==> config.mk <==
export PLATFORM = sky130hd
export DESIGN_NAME = ffpba_cell
export DESIGN_NICKNAME = d
export VERILOG_FILES = /design/src/sv/ffpba_pkg.sv /design/src/sv/ffpba_cell.sv
export SDC_FILE = /design/constraint.sdc
export NUM_CORES = 1
export LEC_CHECK = 0
export ABC_AREA = 1
export BUFFER_PORTS_ARGS = -buffer_cell sky130_fd_sc_hd__buf_2
export CAP_MARGIN = 20
export CORE_UTILIZATION = 30
export DETAILED_ROUTE_END_ITERATION = 12
export GPL_TIMING_DRIVEN = 0
export HOLD_SLACK_MARGIN = 0.15
export SETUP_SLACK_MARGIN = 0.02
export SKIP_LAST_GASP = 1
export SLEW_MARGIN = 5
export SYNTH_ARGS = -nofsm -noshare
export SYNTH_HDL_FRONTEND = slang
export SYNTH_SLANG_ARGS = --single-unit
==> constraint.sdc <==
create_clock -name clk -period 6.9 [get_ports clk]
set_clock_uncertainty 0.15 [all_clocks]
set_input_delay 0.69 -clock clk [delete_from_list [all_inputs] [get_ports clk]]
set_output_delay 0.69 -clock clk [all_outputs]
set_load 0.03 [all_outputs]
==> src/sv/ffpba_pkg.sv <==
`timescale 1ns / 1ps

package ffpba_pkg;

    localparam int MAX_BLOCKS   = 64;
    localparam int PAGE_BYTES   = 4096;
    localparam int HEADER_BYTES = 24;

    localparam int PAGE_SHIFT = $clog2(PAGE_BYTES);
    localparam int COUNT_W    = $clog2(MAX_BLOCKS + 1);

    localparam logic [31:0] HEAP_BASE_RESET  = 32'd65536;
    localparam logic [31:0] HEAP_LIMIT_RESET = 32'd1048576;

    localparam logic [7:0] REG_HEAP_BASE  = 8'd0;
    localparam logic [7:0] REG_HEAP_LIMIT = 8'd1;

    typedef enum logic [2:0] {
        ST_OK        = 3'd0,
        ST_ZERO      = 3'd1,
        ST_EXHAUSTED = 3'd2,
        ST_FULL      = 3'd3,
        ST_UNKNOWN   = 3'd4,
        ST_DOUBLE    = 3'd5
    } status_t;

    // Search query that walks down the row of table cells, one cell per cycle.
    typedef struct packed {
        logic               valid;
        logic               is_free;
        logic [31:0]        key;
        logic [COUNT_W-1:0] remaining;
        logic               append;
        logic [31:0]        append_base;
        logic               hit;
        logic               hit_double;
        logic [31:0]        hit_addr;
    } query_t;

endpackage

==> src/sv/ffpba_cell.sv <==
`timescale 1ns / 1ps

module ffpba_cell
(
    input  logic              clk,
    input  logic              rst_n,
    input  ffpba_pkg::query_t q_in,
    output ffpba_pkg::query_t q_out
);

    logic [31:0] base_reg;
    logic [31:0] bytes_reg;
    logic        free_reg;
    logic [31:0] base_next;
    logic [31:0] bytes_next;
    logic        free_next;

    ffpba_pkg::query_t q_reg;
    ffpba_pkg::query_t q_next;

    logic        live;
    logic [32:0] user_addr;
    logic        alloc_match;
    logic        free_match;
    logic        append_here;

    always_comb
    begin
        live        = q_in.valid && (q_in.remaining != '0) && !q_in.hit;
        user_addr   = {1'b0, base_reg} + 33'(ffpba_pkg::HEADER_BYTES);
        alloc_match = live && !q_in.is_free && free_reg && (bytes_reg == q_in.key);
        free_match  = live && q_in.is_free && (user_addr == {1'b0, q_in.key});
        // The first cell past the used part of the table takes a new block.
        append_here = q_in.valid && (q_in.remaining == '0) && q_in.append && !q_in.hit;

        q_next = q_in;
        if (q_in.remaining != '0)
        begin
            q_next.remaining = q_in.remaining - 1'b1;
        end
        if (alloc_match || free_match)
        begin
            q_next.hit        = 1'b1;
            q_next.hit_double = free_reg && q_in.is_free;
            q_next.hit_addr   = user_addr[31:0];
        end
        if (append_here)
        begin
            q_next.append = 1'b0;
        end

        base_next  = base_reg;
        bytes_next = bytes_reg;
        free_next  = free_reg;
        if (alloc_match)
        begin
            free_next = 1'b0;
        end
        else if (free_match)
        begin
            free_next = 1'b1;
        end
        else if (append_here)
        begin
            base_next  = q_in.append_base;
            bytes_next = q_in.key;
            free_next  = 1'b0;
        end
    end

    always_ff @(posedge clk)
    begin
        base_reg  <= base_next;
        bytes_reg <= bytes_next;
        free_reg  <= free_next;
    end

    always_ff @(posedge clk or negedge rst_n)
    begin
        if (!rst_n)
        begin
            q_reg <= '0;
        end
        else
        begin
            q_reg <= q_next;
        end
    end

    assign q_out = q_reg;

endmodule
Word-level counts from Yosys, hierarchy flattened
Index checks and enable logic that the tools add are counted.
W data, S select, Z words.
{"block": "totals", "latchBits": 0, "mem_bits_rw": 0, "mem_count": 0, "wordCells": 41, "out_inout_bits": 108, "reg_bits": 173, "in_bits": 110, "mem_bits_ro": 0}
{"block": "op_classes", "mux": 5, "n_addsub": 2, "order_cmp": 0, "n_div": 0, "shift": 0, "n_mul": 0, "n_eq_ne": 2, "n_reduce_logical": 18, "n_bitwise": 2}
{"operator": "$mux W34", "count": 1}
{"operator": "$add A32 B5 Y33 const B", "count": 1}
{"operator": "$eq A33 B32 Y1", "count": 1}
{"operator": "$eq A32 B32 Y1", "count": 1}
{"operator": "$logic_and A1 B1 Y1", "count": 11}
{"operator": "$logic_not A7 Y1", "count": 1}
{"operator": "$mux W7", "count": 1}
{"operator": "$reduce_bool A7 Y1", "count": 1}
{"operator": "$sub A7 B1 Y7 const B", "count": 1}
{"operator": "$mux W1", "count": 3}
{"operator": "$reduce_and A3 Y1", "count": 1}
{"operator": "$logic_not A1 Y1", "count": 2}
{"operator": "$not A1 Y1", "count": 2}
{"operator": "$reduce_bool A2 Y1", "count": 1}
{"operator": "$logic_or A1 B1 Y1", "count": 1}

Depth between registers and ports, before layout
{"block": "depth", "word_depth": 8, "mapped_depth": 20}

Worst setup path after synthesis
No wires, ideal clock.
{"block": "synth_path", "kind": "input-to-reg", "startpoint": "input q_in[67] (netlist name)", "endpoint": "register base_reg[0] (enable)", "path_slack_ns": 3.668, "stages": 8, "arrival_time_ns": 2.663, "setup_time_ns": 0.419, "required_time_ns": 6.331, "path_cell_list": "inv_1 -> ha_1 -> inv_1 -> nor2_1 -> nand3_1 -> inv_1 -> nand3_1 -> inv_1"}
{"block": "synth_between", "elab_chain_cells": 8, "word_cells_on_any_way": 15, "cone_classes": "bitwise (2); reduce/logical (13)"}
{"item": "from (decl)", "line_no": "ffpba_cell.sv:7", "text": "input ffpba_pkg::query_t q_in,"}
{"item": "$reduce_bool A7 Y1", "line_no": "ffpba_cell.sv:29", "text": "live = q_in.valid && (q_in.remaining != '0) && !q_in.hit;"}
{"item": "$logic_and A1 B1 Y1 (2 in a row)", "line_no": "ffpba_cell.sv:29"}
{"item": "$logic_and A1 B1 Y1 (3 in a row)", "line_no": "ffpba_cell.sv:31", "text": "alloc_match = live && !q_in.is_free && free_reg && (bytes_reg == q_in.key);"}
{"item": "$not A1 Y1 (no line)"}
{"item": "$reduce_and A3 Y1 (no line) *"}
{"item": "to (signal assigned)", "line_no": "ffpba_cell.sv:73", "text": "base_reg <= base_next;"}
{"item": "to (decl)", "line_no": "ffpba_cell.sv:11", "text": "logic [31:0] base_reg;"}
Every way passes the cells marked *; elsewhere a longest branch is shown, timed or not.
A chain may end at the register's enable or synchronous reset.

==> results <==
- The die area is approximately 25000 um^2.
- The max-capacitance violation count is 0.
- The type of element launching the critical path is a register.
- The synthesized cell area is 7396 um^2.
- The number of core rows is between 50 and 60.
- The global-route usage over all layers is 0.1708.
- The fraction of registers with async set or reset after synthesis is 0.6243.
- The path class of the tightest hold or removal check is in -> reg.
- The starting density of the core is 0.3050.
- The floorplan die width is 159.0 um.
- The number of max-slew violations in the final report came to 0.
- Along the worst path, the maximum fanout reaches 10.
- Counting cells, the worst reg-to-reg path comes to 20.
- In the layout the commonest cells are nand2_1, buf_2, dfrtp_1.
- TritonCTS built the clock tree.
- The most frequent standard cell in the layout excluding fill and tap cells is nand2_1.
- The leftover overflow at the end of global routing is 0.
- The final hold violation count is 0.
- Internal power comes to roughly 1700 uW.
- Counting the buffers created by CTS gives 17.
- No sink is reached through more buffers than the 2 on the longest clock path.
- The start of the worst register-to-register path is base_reg[3].
- For this run, the leading register cell type out of synthesis is dfrtp_1.
- The number of antenna violations at the first check in global routing is 1.
- Leaving out filler cells and counting taps, the final layout contains 1360.
- The clock reaches the later pin of the worst-skew pair after ~0.43 ns.
- Setup repair after global routing left no endpoint under its margin.
- The synthesized area per cell is 9.446 um^2.
- The number of setup buffers added after CTS is 0.
- Static timing analysis puts the maximum clock frequency at 309.6 MHz.
- The share of final-layout standard cells stronger than drive strength 1 is 0.2621.
- The class of the most critical setup path is reg -> reg.
- In this run, synthesis produced a sequential element count of about 170.
- For the worst setup path, the data required time is 7.12 ns.
- Synthesis handed over a netlist of 783 instances.
- The wire length of the first global-routing pass is between 30 and 40 mm.
- The worst pin sits at a relative slew slack of 0.4602.
- In this run the power density over the cells is ~240 nW/um^2.
- Clock tree synthesis found a total of between 150 and 200 sinks.
- The number of setup violations in the final report is 0.
- The average detailed-routed wire length per instance is 15.43 um.
- Using the TritonRoute via totals, the vias-per-cell ratio works out to 4.426.
- The final layout net count is approximately 1100.
- Summed over all cells, the static leakage comes to ~0.0046 uW.
- Entering global routing, the biggest net connects 66 pins.
- The number of global-route vias before repair is 5742.
- The number of buffers and inverters on the critical path is 4.
- The endpoint of the worst-slack reg-to-reg timing path is q_out[13].
- IR analysis of the VDD net gives a maximum drop of 0.0001318 V.
- After detailed routing, the number of remaining DRC violations is 0.
- The root buffer cell chosen for the clock tree is clkbuf_16.
- By instance count, the cell type seen most on the critical path is nand2_1.
- The share of total power dissipated in sequential elements is 0.484.
- The count of routing violations after the opening detailed-route iteration is ~420.
- The first TritonRoute pass finished after 5 iterations.
- The register with the most flip-flops in the layout has ~110 of them.
- The finished cells cover approximately 9500 um^2.
- The clock period minus final worst setup slack is 3.230 ns.
- The flow ran to the end, and the final reports show no timing, DRC or antenna violations.
- The post-cts resize count is 0.
- In the finished design, the share of the clock period the worst path needs comes to 0.4681.
- The share of total power dissipated in the clock network is 0.422.
- The area growth from synthesis to layout is 28.71%.
- After synthesis, the netlist uses 38 different library cells.
- The clock transition at the registers of the reported paths is 0.07 ns.
- The number of H-tree branching levels is 4.
- After legalization and detailed placement, the total HPWL measured between 15 and 20 mm.
- The number of buffers added on ports is between 200 and 250.
- The switching power summed over all nets is ~590 uW.
- The largest delay contributor family on the critical path is simple AND/OR/NAND/NOR gates.
- When the netlist entered floorplanning its net count stood at 895.
- Across all register-to-register paths, the minimum setup slack is 3.67 ns.
- The worst-margin pin slew is 0.8097 ns.
- Traced cell by cell, the critical path runs through inv_2 > ha_1 > inv_1 > nand3_1 > nor2_1 > nand2_1 > nand2_1 > nand2_1 > nand2_1 > nand2_1 > inv_1 > nand2_1 > nor2_1 > nand2_1 > nor2_2 > nand3_2 > nand2_4 > buf_4 > nand2_1 > nand2_1.
- The hold-critical path endpoint is q_out[107].
- The die span in y is 159.0 um.
- Along the worst hold path, the cell count comes to 1.
- The I/O pin total is 218.
- The fraction of power spent switching nets is 0.2587.
- Prior to clock tree synthesis, the placed netlist has a worst setup slack of 3.611 ns.
- The top layer reached by signal wires is met4.
- Yosys printed 0 warnings.
- The aggregate negative setup slack is 0 ns.
- Wire segments on met3 add up to around 1.2 mm in the final route.
- The peak per-stage delay on the critical path is approximately 0.48 ns.
- The startpoint of the tightest hold check path is q_in[107].
- The filler cell count is 2487.
- The overall power of the completed layout is 2284 uW.
- The placeable core region is ~24000 um^2.
- The post-placement cell count is ~1300.
- Of the synthesized area, sequential elements account for 0.6280.
- The arrival time at the worst endpoint is 3.45 ns.
- The cell type of the slowest stage on the worst timing path is edfxtp_1.
- The antenna violation net count after detailed routing is 0.
- Routability-driven placement finished with a final weighted congestion of 0.8522.
- The critical path capture point type is a register.
- The final setup slack of the worst path is between 3 and 4 ns.
- After detailed routing, the wire length on met1 is 9.536 mm.
- The number of enable-type register cells in the synthesized netlist is 64.
- The post-detailed-routing wire length is around 21 mm.
- The routed design uses around 10 mm of met2 wire.
- In this run the cell area measured after placement is just under 9000 um^2.
- The combinational cell fraction of total power is 0.094.
- The routed via count is roughly 6000.
[worst max path at each step]
stage / start / endpoint / slack, ns / cells past startpoint
after global placement: q_in[67] / base_reg[23] / 2.77 / 9
after floorplan: q_in[67] / base_reg[0] / 3.67 / 8
after global routing: base_reg[3] / q_out[13] / 3.33 / 20
after CTS: base_reg[3] / q_out[13] / 3.63 / 20
after detailed placement: q_in[67] / q_out[13] / 3.61 / 19
final: base_reg[3] / q_out[13] / 3.67 / 20
[area by class of cell]
class	count	area, um^2	area share
multi-input cells	511	2359	0.2478
repair buffers	219	1130	0.1187
inverters	90	340.3	0.03575
diodes	2	5.005	0.0005258
clock buffers	19	454.2	0.04771
clock inverters	13	126.4	0.01328
flip-flops and latches	173	4644	0.4879
plain buffers	9	55.05	0.005783
well taps	324	405.4	0.04259
[through the flow]
stage	util	hold slack, ns
floorplan	-	0.2444
global placement	0.3665	0.3227
detailed placement	0.3680	0.3380
CTS	0.3924	0.2035
global route	0.3924	0.2082
finish	0.3926	0.2273
[logic make-up (layout without fill, tap and decap cells)]
kind of cell	count (synthesis)	after routing	synth area share
AND/OR/NAND/NOR	456	456	0.2644
flip-flops	173	173	0.6280
buffers and inverters	99	350	0.05312
AO/OA/AOI/OAI	38	38	0.03147
XOR/XNOR	15	15	0.01962
adder cells (fa/ha/maj)	2	2	0.003383
other	0	2	0
[power groups by stage]
stage          Combinational, uW  Sequential, uW  Clock [uW]
2_1_floorplan               36.9            1200           0
3_3_place_gp                 214            1130           0
3_5_place_dp                 218            1130           0
4_1_cts                      218            1110         993
5_1_grt                      234            1110        1030
6_report                     215            1110         963
[cell usage after synthesis, drive strengths merged, types with 2 or more instances]
library cell  number  share of area
clkbuf             4         0.0020
inv               90          0.046
o21ai             15          0.010
nand3             88          0.061
edfxtp            64           0.26
and2               4         0.0034
dfrtp            108           0.37
nor3               6         0.0041
a21oi              6         0.0041
nand4              8         0.0068
xor2               7         0.0083
nand2            267           0.14
buf                5         0.0054
nor2              72          0.041
o22ai              6         0.0051
o21bai             3         0.0030
ha                 2         0.0034
or2                3         0.0025
a211oi             2         0.0020
xnor2              7         0.0083
nand3b             7         0.0071
[metal layers]
| metal | global-route usage | up-vias |
|---|---|---|
| li1 | - | 3008 |
| met1 | 0.2208 | 2783 |
| met2 | 0.2801 | 210 |
| met3 | 0.04220 | 19 |
| met4 | 0.05682 | 0 |
| met5 | 0 | - |
[what timing repair did]
item                       4_1_cts  5_1_grt
hold endpoints to repair        54        0
setup endpoints to repair        0        0
hold buffers                     1        0
No activity file was read; power rests on OpenSTA's default activity.
